File: config.mk
export PLATFORM = sky130hd
export DESIGN_NAME = mips_subset_alu_regfile
export DESIGN_NICKNAME = d
export VERILOG_FILES = /design/src/rtl/msar_pkg.sv /design/src/rtl/msar_ram.sv /design/src/rtl/msar_front.sv /design/src/rtl/msar_queue.sv /design/src/rtl/msar_back.sv /design/src/rtl/mips_subset_alu_regfile.sv
export SDC_FILE = /design/constraint.sdc
export NUM_CORES = 2
export LEC_CHECK = 0
export BUFFER_PORTS_ARGS = -buffer_cell sky130_fd_sc_hd__buf_2
export CAP_MARGIN = 40
export CORE_MARGIN = 2
export CORE_UTILIZATION = 55
export DETAILED_ROUTE_END_ITERATION = 6
export PLACE_DENSITY_LB_ADDON = 0.25
export SLEW_MARGIN = 20
export SYNTH_ARGS = -nofsm -noshare
export SYNTH_HDL_FRONTEND = slang
export SYNTH_HIERARCHICAL = 1
export SYNTH_SLANG_ARGS = --single-unit
File: constraint.sdc
create_clock -name clk -period 13.2 [get_ports clk]
set_input_delay 3.3 -clock clk [delete_from_list [all_inputs] [get_ports clk]]
set_output_delay 3.3 -clock clk [all_outputs]
set_load 0.02 [all_outputs]
File: src/rtl/msar_pkg.sv
// Shared types, instruction codes and the decoder for the MIPS subset executor.
package msar_pkg;

    // Default sizing of the register file.
    localparam int NUM_REGS_DEF  = 32;
    localparam int REG_WIDTH_DEF = 16;

    // Stream widths.
    localparam int IN_DATA_W   = 32;
    localparam int IDX_W       = 5;
    localparam int IMM_W       = 16;
    localparam int QUEUE_DEPTH = 2;

    // Primary opcodes.
    localparam logic [5:0] OPC_RTYPE = 6'd0;
    localparam logic [5:0] OPC_ADDI  = 6'd8;
    localparam logic [5:0] OPC_ANDI  = 6'd12;
    localparam logic [5:0] OPC_ORI   = 6'd13;

    // R-type function codes.
    localparam logic [5:0] FN_SLL = 6'd0;
    localparam logic [5:0] FN_SRA = 6'd3;
    localparam logic [5:0] FN_ADD = 6'd32;
    localparam logic [5:0] FN_SUB = 6'd34;
    localparam logic [5:0] FN_AND = 6'd36;
    localparam logic [5:0] FN_OR  = 6'd37;
    localparam logic [5:0] FN_NOR = 6'd39;

    // Operation class after decode.
    typedef enum logic [3:0] {
        OP_NONE,
        OP_SLL,
        OP_SRA,
        OP_ADD,
        OP_SUB,
        OP_AND,
        OP_OR,
        OP_NOR,
        OP_ADDI,
        OP_ANDI,
        OP_ORI
    } op_kind_t;

    // Decoded instruction as it travels from the front to the back.
    typedef struct packed {
        op_kind_t           kind;
        logic [IDX_W-1:0]   rs;
        logic [IDX_W-1:0]   rt;
        logic [IDX_W-1:0]   dst;
        logic [IDX_W-1:0]   shamt;
        logic [IMM_W-1:0]   imm;
    } dec_item_t;

    // Split an instruction word into its fields and classify it.
    function automatic dec_item_t decode_word(input logic [IN_DATA_W-1:0] word);
        dec_item_t  item;
        logic [5:0] opc;
        logic [5:0] fn;
        opc        = word[31:26];
        fn         = word[5:0];
        item.rs    = word[25:21];
        item.rt    = word[20:16];
        item.shamt = word[10:6];
        item.imm   = word[15:0];
        item.kind  = OP_NONE;
        item.dst   = word[20:16];
        if (opc == OPC_RTYPE)
        begin
            item.dst = word[15:11];
            unique case (fn)
                FN_SLL:  item.kind = OP_SLL;
                FN_SRA:  item.kind = OP_SRA;
                FN_ADD:  item.kind = OP_ADD;
                FN_SUB:  item.kind = OP_SUB;
                FN_AND:  item.kind = OP_AND;
                FN_OR:   item.kind = OP_OR;
                FN_NOR:  item.kind = OP_NOR;
                default: item.kind = OP_NONE;
            endcase
        end
        else
        begin
            unique case (opc)
                OPC_ADDI: item.kind = OP_ADDI;
                OPC_ANDI: item.kind = OP_ANDI;
                OPC_ORI:  item.kind = OP_ORI;
                default:  item.kind = OP_NONE;
            endcase
        end
        return item;
    endfunction

endpackage

File: src/rtl/msar_ram.sv
// Generic single-write, single-read RAM with a registered read port.
module msar_ram #(
    parameter int WIDTH = 16,
    parameter int DEPTH = 32,
    localparam int ADDR_W = (DEPTH > 1) ? $clog2(DEPTH) : 1
) (
    input  logic              clk,
    input  logic              we,
    input  logic [ADDR_W-1:0] waddr,
    input  logic [WIDTH-1:0]  wdata,
    input  logic              re,
    input  logic [ADDR_W-1:0] raddr,
    output logic [WIDTH-1:0]  rdata
);

    logic [WIDTH-1:0] mem_reg [DEPTH];
    logic [WIDTH-1:0] rdata_reg;

    // Write port.
    always_ff @(posedge clk)
    begin
        if (we)
        begin
            mem_reg[waddr] <= wdata;
        end
    end

    // Registered read port; returns the old contents on a same-cycle write.
    always_ff @(posedge clk)
    begin
        if (re)
        begin
            rdata_reg <= mem_reg[raddr];
        end
    end

    assign rdata = rdata_reg;

endmodule

File: src/rtl/msar_front.sv
// Front end: accepts instruction beats and registers their decoded form.
module msar_front
    import msar_pkg::*;
(
    input  logic                 clk,
    input  logic                 rst_n,
    input  logic                 s_axis_tvalid,
    output logic                 s_axis_tready,
    input  logic [IN_DATA_W-1:0] s_axis_tdata,   // [31:0] instruction_word
    output logic                 dec_valid,
    input  logic                 dec_ready,
    output dec_item_t            dec_item
);

    logic      valid_reg;
    logic      valid_next;
    dec_item_t item_reg;
    logic      take;

    // The stage takes a beat when it is empty or hands its item on this cycle.
    assign s_axis_tready = !valid_reg || dec_ready;
    assign take          = s_axis_tvalid && s_axis_tready;

    always_comb
    begin
        valid_next = valid_reg;
        if (take)
        begin
            valid_next = 1'b1;
        end
        else if (dec_ready)
        begin
            valid_next = 1'b0;
        end
    end

    always_ff @(posedge clk or negedge rst_n)
    begin
        if (!rst_n)
        begin
            valid_reg <= 1'b0;
        end
        else
        begin
            valid_reg <= valid_next;
        end
    end

    // Decoded payload needs no reset.
    always_ff @(posedge clk)
    begin
        if (take)
        begin
            item_reg <= decode_word(s_axis_tdata);
        end
    end

    assign dec_valid = valid_reg;
    assign dec_item  = item_reg;

endmodule

File: src/rtl/msar_queue.sv
// Short queue of decoded instructions between the front end and the back end.
module msar_queue
    import msar_pkg::*;
(
    input  logic      clk,
    input  logic      rst_n,
    input  logic      in_valid,
    output logic      in_ready,
    input  dec_item_t in_item,
    output logic      out_valid,
    input  logic      out_ready,
    output dec_item_t out_item
);

    localparam int PTR_W = (QUEUE_DEPTH > 1) ? $clog2(QUEUE_DEPTH) : 1;
    localparam int CNT_W = $clog2(QUEUE_DEPTH + 1);

    dec_item_t        slot_reg [QUEUE_DEPTH];
    logic [PTR_W-1:0] wr_ptr_reg;
    logic [PTR_W-1:0] wr_ptr_next;
    logic [PTR_W-1:0] rd_ptr_reg;
    logic [PTR_W-1:0] rd_ptr_next;
    logic [CNT_W-1:0] count_reg;
    logic [CNT_W-1:0] count_next;
    logic             push;
    logic             pop;

    assign in_ready  = (count_reg != CNT_W'(QUEUE_DEPTH));
    assign out_valid = (count_reg != '0);
    assign out_item  = slot_reg[rd_ptr_reg];
    assign push      = in_valid && in_ready;
    assign pop       = out_valid && out_ready;

    // Pointer and fill count update.
    always_comb
    begin
        wr_ptr_next = wr_ptr_reg;
        rd_ptr_next = rd_ptr_reg;
        count_next  = count_reg;
        if (push)
        begin
            wr_ptr_next = (wr_ptr_reg == PTR_W'(QUEUE_DEPTH - 1)) ? '0 : wr_ptr_reg + 1'b1;
        end
        if (pop)
        begin
            rd_ptr_next = (rd_ptr_reg == PTR_W'(QUEUE_DEPTH - 1)) ? '0 : rd_ptr_reg + 1'b1;
        end
        if (push && !pop)
        begin
            count_next = count_reg + 1'b1;
        end
        else if (pop && !push)
        begin
            count_next = count_reg - 1'b1;
        end
    end

    always_ff @(posedge clk or negedge rst_n)
    begin
        if (!rst_n)
        begin
            wr_ptr_reg <= '0;
            rd_ptr_reg <= '0;
            count_reg  <= '0;
        end
        else
        begin
            wr_ptr_reg <= wr_ptr_next;
            rd_ptr_reg <= rd_ptr_next;
            count_reg  <= count_next;
        end
    end

    // Queue storage.
    always_ff @(posedge clk)
    begin
        if (push)
        begin
            slot_reg[wr_ptr_reg] <= in_item;
        end
    end

endmodule

File: src/rtl/msar_back.sv
// Back end: reads the register file, executes, writes back and holds the result beat.
module msar_back
    import msar_pkg::*;
#(
    parameter int NUM_REGS  = NUM_REGS_DEF,
    parameter int REG_WIDTH = REG_WIDTH_DEF,
    localparam int OUT_W    = ((1 + IDX_W + REG_WIDTH + 7) / 8) * 8
) (
    input  logic             clk,
    input  logic             rst_n,
    input  logic             q_valid,
    output logic             q_ready,
    input  dec_item_t        q_item,
    output logic             m_axis_tvalid,
    input  logic             m_axis_tready,
    output logic [OUT_W-1:0] m_axis_tdata   // [0] write_done, [5:1] dest_index, then dest_value
);

    localparam int AW = $clog2(NUM_REGS);

    // Execute stage.
    logic             e_valid_reg;
    logic             e_valid_next;
    dec_item_t        e_item_reg;
    logic             e_leave;
    logic             pop;

    // Register file: two RAM copies, one per read port.
    logic [REG_WIDTH-1:0] ram_a;
    logic [REG_WIDTH-1:0] ram_b;
    logic [NUM_REGS-1:0]  written_reg;
    logic [NUM_REGS-1:0]  written_next;

    // Most recent write, to cover a read issued in the same cycle as that write.
    logic                 fwd_valid_reg;
    logic [AW-1:0]        fwd_idx_reg;
    logic [REG_WIDTH-1:0] fwd_val_reg;

    // Operands and result.
    logic                 rs_ok;
    logic                 rt_ok;
    logic                 dst_ok;
    logic [AW-1:0]        rs_a;
    logic [AW-1:0]        rt_a;
    logic [AW-1:0]        dst_a;
    logic [REG_WIDTH-1:0] op_a;
    logic [REG_WIDTH-1:0] op_b;
    logic [REG_WIDTH-1:0] imm_sx;
    logic [REG_WIDTH-1:0] imm_zx;
    logic [REG_WIDTH-1:0] res;
    logic                 wr;

    // Output register.
    logic                 o_valid_reg;
    logic                 o_valid_next;
    logic                 o_done_reg;
    logic [IDX_W-1:0]     o_idx_reg;
    logic [REG_WIDTH-1:0] o_val_reg;

    // Stage handshakes.
    assign e_leave = e_valid_reg && (!o_valid_reg || m_axis_tready);
    assign q_ready = !e_valid_reg || e_leave;
    assign pop     = q_valid && q_ready;

    always_comb
    begin
        e_valid_next = e_valid_reg;
        if (pop)
        begin
            e_valid_next = 1'b1;
        end
        else if (e_leave)
        begin
            e_valid_next = 1'b0;
        end
    end

    always_ff @(posedge clk or negedge rst_n)
    begin
        if (!rst_n)
        begin
            e_valid_reg <= 1'b0;
        end
        else
        begin
            e_valid_reg <= e_valid_next;
        end
    end

    always_ff @(posedge clk)
    begin
        if (pop)
        begin
            e_item_reg <= q_item;
        end
    end

    // Index range checks and RAM addresses.
    assign rs_ok  = ({1'b0, e_item_reg.rs}  < (IDX_W + 1)'(NUM_REGS));
    assign rt_ok  = ({1'b0, e_item_reg.rt}  < (IDX_W + 1)'(NUM_REGS));
    assign dst_ok = ({1'b0, e_item_reg.dst} < (IDX_W + 1)'(NUM_REGS));
    assign rs_a   = e_item_reg.rs[AW-1:0];
    assign rt_a   = e_item_reg.rt[AW-1:0];
    assign dst_a  = e_item_reg.dst[AW-1:0];

    msar_ram #(
        .WIDTH (REG_WIDTH),
        .DEPTH (NUM_REGS)
    ) u_ram_a (
        .clk   (clk),
        .we    (e_leave && wr),
        .waddr (dst_a),
        .wdata (res),
        .re    (pop),
        .raddr (q_item.rs[AW-1:0]),
        .rdata (ram_a)
    );

    msar_ram #(
        .WIDTH (REG_WIDTH),
        .DEPTH (NUM_REGS)
    ) u_ram_b (
        .clk   (clk),
        .we    (e_leave && wr),
        .waddr (dst_a),
        .wdata (res),
        .re    (pop),
        .raddr (q_item.rt[AW-1:0]),
        .rdata (ram_b)
    );

    // Operand select: out of range or never written reads as zero.
    always_comb
    begin
        op_a = '0;
        op_b = '0;
        if (rs_ok)
        begin
            if (fwd_valid_reg && (fwd_idx_reg == rs_a))
            begin
                op_a = fwd_val_reg;
            end
            else if (written_reg[rs_a])
            begin
                op_a = ram_a;
            end
        end
        if (rt_ok)
        begin
            if (fwd_valid_reg && (fwd_idx_reg == rt_a))
            begin
                op_b = fwd_val_reg;
            end
            else if (written_reg[rt_a])
            begin
                op_b = ram_b;
            end
        end
    end

    // Immediate forms: sign-extended for addi, zero-extended for the logic ops.
    assign imm_sx = REG_WIDTH'({{(32 - IMM_W){e_item_reg.imm[IMM_W-1]}}, e_item_reg.imm});
    assign imm_zx = REG_WIDTH'({{(32 - IMM_W){1'b0}}, e_item_reg.imm});

    // ALU.
    always_comb
    begin
        unique case (e_item_reg.kind)
            OP_SLL:  res = op_b << e_item_reg.shamt;
            OP_SRA:  res = $signed(op_b) >>> e_item_reg.shamt;
            OP_ADD:  res = op_a + op_b;
            OP_SUB:  res = op_a - op_b;
            OP_AND:  res = op_a & op_b;
            OP_OR:   res = op_a | op_b;
            OP_NOR:  res = ~(op_a | op_b);
            OP_ADDI: res = op_a + imm_sx;
            OP_ANDI: res = op_a & imm_zx;
            OP_ORI:  res = op_a | imm_zx;
            default: res = '0;
        endcase
    end

    assign wr = (e_item_reg.kind != OP_NONE) && dst_ok;

    // Written flags stand in for the zero reset of the register file.
    always_comb
    begin
        written_next = written_reg;
        if (e_leave && wr)
        begin
            written_next[dst_a] = 1'b1;
        end
    end

    always_ff @(posedge clk or negedge rst_n)
    begin
        if (!rst_n)
        begin
            written_reg   <= '0;
            fwd_valid_reg <= 1'b0;
        end
        else
        begin
            written_reg <= written_next;
            if (e_leave && wr)
            begin
                fwd_valid_reg <= 1'b1;
            end
        end
    end

    always_ff @(posedge clk)
    begin
        if (e_leave && wr)
        begin
            fwd_idx_reg <= dst_a;
            fwd_val_reg <= res;
        end
    end

    // Output beat register.
    always_comb
    begin
        o_valid_next = o_valid_reg;
        if (e_leave)
        begin
            o_valid_next = 1'b1;
        end
        else if (m_axis_tready)
        begin
            o_valid_next = 1'b0;
        end
    end

    always_ff @(posedge clk or negedge rst_n)
    begin
        if (!rst_n)
        begin
            o_valid_reg <= 1'b0;
        end
        else
        begin
            o_valid_reg <= o_valid_next;
        end
    end

    always_ff @(posedge clk)
    begin
        if (e_leave)
        begin
            o_done_reg <= wr;
            o_idx_reg  <= wr ? e_item_reg.dst : '0;
            o_val_reg  <= wr ? res : '0;
        end
    end

    assign m_axis_tvalid = o_valid_reg;
    assign m_axis_tdata  = OUT_W'({o_val_reg, o_idx_reg, o_done_reg});

endmodule

File: src/rtl/mips_subset_alu_regfile.sv
// Path: front register, queue, execute register, output register. Throughput: one
// instruction per cycle unless the output stalls; the back end resolves a dependence
// on the previous instruction through a one-entry write bypass, so no bubble is needed.
// Reset: rst_n is asynchronous and active low; every register reads as zero afterwards,
// tracked by per-register written flags, so no clearing pass is run.
module mips_subset_alu_regfile
    import msar_pkg::*;
#(
    parameter int NUM_REGS  = NUM_REGS_DEF,
    parameter int REG_WIDTH = REG_WIDTH_DEF,
    localparam int OUT_W    = ((1 + IDX_W + REG_WIDTH + 7) / 8) * 8
) (
    input  logic                 clk,
    input  logic                 rst_n,
    input  logic                 s_axis_tvalid,
    output logic                 s_axis_tready,
    input  logic [IN_DATA_W-1:0] s_axis_tdata,   // [31:0] instruction_word
    output logic                 m_axis_tvalid,
    input  logic                 m_axis_tready,
    output logic [OUT_W-1:0]     m_axis_tdata    // [0] write_done, [5:1] dest_index,
                                                 // then dest_value, zero padded
);

    logic      dec_valid;
    logic      dec_ready;
    dec_item_t dec_item;
    logic      q_valid;
    logic      q_ready;
    dec_item_t q_item;

    // Accept and decode.
    msar_front u_front (
        .clk           (clk),
        .rst_n         (rst_n),
        .s_axis_tvalid (s_axis_tvalid),
        .s_axis_tready (s_axis_tready),
        .s_axis_tdata  (s_axis_tdata),
        .dec_valid     (dec_valid),
        .dec_ready     (dec_ready),
        .dec_item      (dec_item)
    );

    // Decoupling queue.
    msar_queue u_queue (
        .clk       (clk),
        .rst_n     (rst_n),
        .in_valid  (dec_valid),
        .in_ready  (dec_ready),
        .in_item   (dec_item),
        .out_valid (q_valid),
        .out_ready (q_ready),
        .out_item  (q_item)
    );

    // Execute and write back.
    msar_back #(
        .NUM_REGS  (NUM_REGS),
        .REG_WIDTH (REG_WIDTH)
    ) u_back (
        .clk           (clk),
        .rst_n         (rst_n),
        .q_valid       (q_valid),
        .q_ready       (q_ready),
        .q_item        (q_item),
        .m_axis_tvalid (m_axis_tvalid),
        .m_axis_tready (m_axis_tready),
        .m_axis_tdata  (m_axis_tdata)
    );

endmodule

==> impl_metrics.json <==
{
  "post_cts_resized": 0,
  "dp.cells": 4681,
  "whs_endpoint": "u_queue/slot_reg[0][2]",
  "synth_ff_type": "edfxtp_1",
  "synth_edf_count": 1254,
  "first_iter_violations": 3515,
  "cp_common_cell": "a21o_1",
  "post_cts_buffers": 0,
  "synth_cell_types": 89,
  "routed_wl_um": 141000,
  "area.growth.synth_to_final_pct": 11.4,
  "clock-sinks": 1294,
  "finalCritPeriodShare_pct": 51.3,
  "numCtsBuffers": 132,
  "syn_area_per_cell_um2": 16.2,
  "htreeDepth": 4,
  "track_usage_pct": 27.3,
  "min_period_ps": 6770,
  "start_kind": "register",
  "fin_tns_setup_ps": 0,
  "required_ps": 13620,
  "core_um2": 99600,
  "hp-class": "register to register",
  "first_pass_iters": 6,
  "antenna_found_initial": 7,
  "worst_pin_slew_ps": 1140,
  "place.port_buffers": 59,
  "finalSetupViolCount": 0,
  "yosysMostFrequentCell": "edfxtp_1",
  "grt_pass1_wl_um": 205000,
  "cts_tree": "yes",
  "clk_pin_slew_ps": 60,
  "cts_buffer_depth": 3,
  "vias": 31715,
  "synthTopCellsByCount": "1254 x edfxtp_1, 548 x mux2i_1, 151 x nand2_1, 146 x a22oi_1, 126 x nor2_1",
  "yosys.area.top_type": "edfxtp_1",
  "hold_violations": 0,
  "hpwlAfterDp_um": 86100,
  "overflow": 0,
  "slowest_delay_ps": 600,
  "end_kind": "register",
  "start_util_pct": 55.3,
  "layout-drive-gt1-share_pct": 14.7,
  "gp_congestion": 0.972,
  "netlist_area_um2": 55000,
  "reg2reg_slack_ps": 6430,
  "max_freq_mhz": 148,
  "via_per_inst": 6.42,
  "wl_per_cell_um": 28.5,
  "hp-start": "u_front/dec_item[2]",
  "crit_type": "register to register",
  "r2r_cells": 22,
  "yosysTopAreaCellShare_pct": 68.5,
  "arrival_ps": 7190,
  "maxCapViolCount": 0,
  "dieArea_um2": 103000,
  "skew_ps": 33.9,
  "holdPathStages": 0,
  "ys_ff_latch": 1294,
  "fillers": 7139,
  "cpMaxStageDelayCell": "edfxtp_1",
  "io_pins": 62,
  "root_buffer": "clkbuf_16",
  "fin_nets": 3589,
  "regToRegEndpoint": "u_back/u_ram_b/mem_reg[7][15]",
  "relSlewSlack_pct": 23.9,
  "grt_max_degree": 115,
  "async_flop_share_pct": 3.09,
  "regToRegStartpoint": "u_back/rt_a[1]",
  "post-route-drc-count": 0,
  "grt_pass1_vias": 30697,
  "finalNonFillerCells": 4938,
  "yosys_warnings": 6,
  "ys_seq_area_share_pct": 70.3,
  "finalMaxSlewViolations": 0,
  "cp_max_fo": 65,
  "die_y_um": 320,
  "grt_setup_unrepaired": "false",
  "status": "finished clean",
  "die_width_um": 320,
  "synth_cells": 3401,
  "antenna_left": 0,
  "ctsHoldBuffers": 0,
  "rows": 116,
  "insertion_delay_ps": 750,
  "crit_chain": "buf_8, mux2i_1, mux4_2, a22oi_2, and3_4, a22o_2, inv_2, ha_1, o211ai_1, o21ai_0, o211ai_1, o21ai_0, ha_1, a21o_1, a21o_1, a21o_1, a311o_1, a2111oi_0, nor3_1, a211oi_1, nand3b_1, buf_4",
  "yosys-top-cells-area": "edfxtp_1 68%, mux2i_1 10%, a22oi_1 2.0%"
}
cell usage in the layout (no fill, tap or decap), types with 32 or more instances in the layout:
cell,n
edfxtp_1,1254
nand3_1,88
buf_2,59
a22o_1,90
mux4_2,32
dfrtp_1,39
nand4_1,45
o21ai_0,45
mux2_4,37
nor2_1,113
nand2_1,151
buf_4,111
a31oi_1,45
clkbuf_16,137
clkbuf_1,35
a22oi_1,146
a21oi_1,104
mux2i_1,548
a21o_1,39
nor3_1,58
metrics by stage:
step	util [%]	hold slack, ps	area [um^2]	worst slack, ps
final	61.6	448	61300	6430
after global routing	61.6	471	61300	6170
after floorplan	-	421	55000	5400
after detailed placement	57.0	435	56800	6420
after global placement	56.7	425	56400	6330
after CTS	61.2	448	60900	6400
worst max-delay path by stage:
stage	startpoint	to	slack (ps)
global route	u_back/rt_a[1]	u_back/u_ram_b/mem_reg[7][15]	6170
finish	u_back/rt_a[1]	u_back/u_ram_b/mem_reg[7][15]	6430
detailed placement	u_back/rt_a[1]	u_back/u_ram_a/mem_reg[31][8]	6420
floorplan	u_back/rt_a[1]	u_back/fwd_val_reg[7]	5400
global placement	u_back/rt_a[1]	u_back/u_ram_a/mem_reg[4][8]	6330
CTS	u_back/rt_a[1]	u_back/u_ram_a/mem_reg[13][8]	6400
cells by family after synthesis:
logic type / count (synthesis) / share of synthesized area, %
simple gates: 606 / 5.50
fa+ha+maj: 18 / 0.423
mux: 627 / 12.5
buf+inv: 221 / 2.83
compound gates: 595 / 7.84
other cells: 1 / 0.00682
flops: 1294 / 70.3
xor+xnor: 39 / 0.621
critical path, delay by kind of cell, from the launching register on:
| kind | cells | cell delay, ps |
|---|---|---|
| AND/OR/NAND/NOR | 3 | 810 |
| adder cells (fa/ha/maj) | 2 | 630 |
| buffers and inverters | 3 | 860 |
| flip-flops | 1 | 600 |
| multiplexers | 2 | 590 |
| AO/OA/AOI/OAI | 12 | 2810 |
cell type report:
| class | instances | area, um^2 | area share (%) |
|---|---|---|---|
| sequential | 1294 | 38700 | 63.1 |
| multi-input combinational | 1887 | 15000 | 24.5 |
| clock buffer | 173 | 3570 | 5.83 |
| timing repair buffer | 204 | 1800 | 2.94 |
| tap | 1298 | 1620 | 2.65 |
| clock inverter | 62 | 579 | 0.945 |
| inverter | 16 | 60.1 | 0.0980 |
| antenna | 4 | 10.0 | 0.0163 |
per-layer routing:
| layer | track usage [%] | vias to the layer above | part of all wire [%] |
|---|---|---|---|
| met5 | 0 | - | 0 |
| met4 | 9.89 | 0 | 3.1 |
| met3 | 4.82 | 258 | 7.6 |
| met2 | 43.0 | 1392 | 47 |
| met1 | 38.5 | 16270 | 42 |
| li1 | - | 13795 | - |
Power is not shown: default switching activity piles up to over one toggle a cycle in this logic, so the estimate is an artifact.
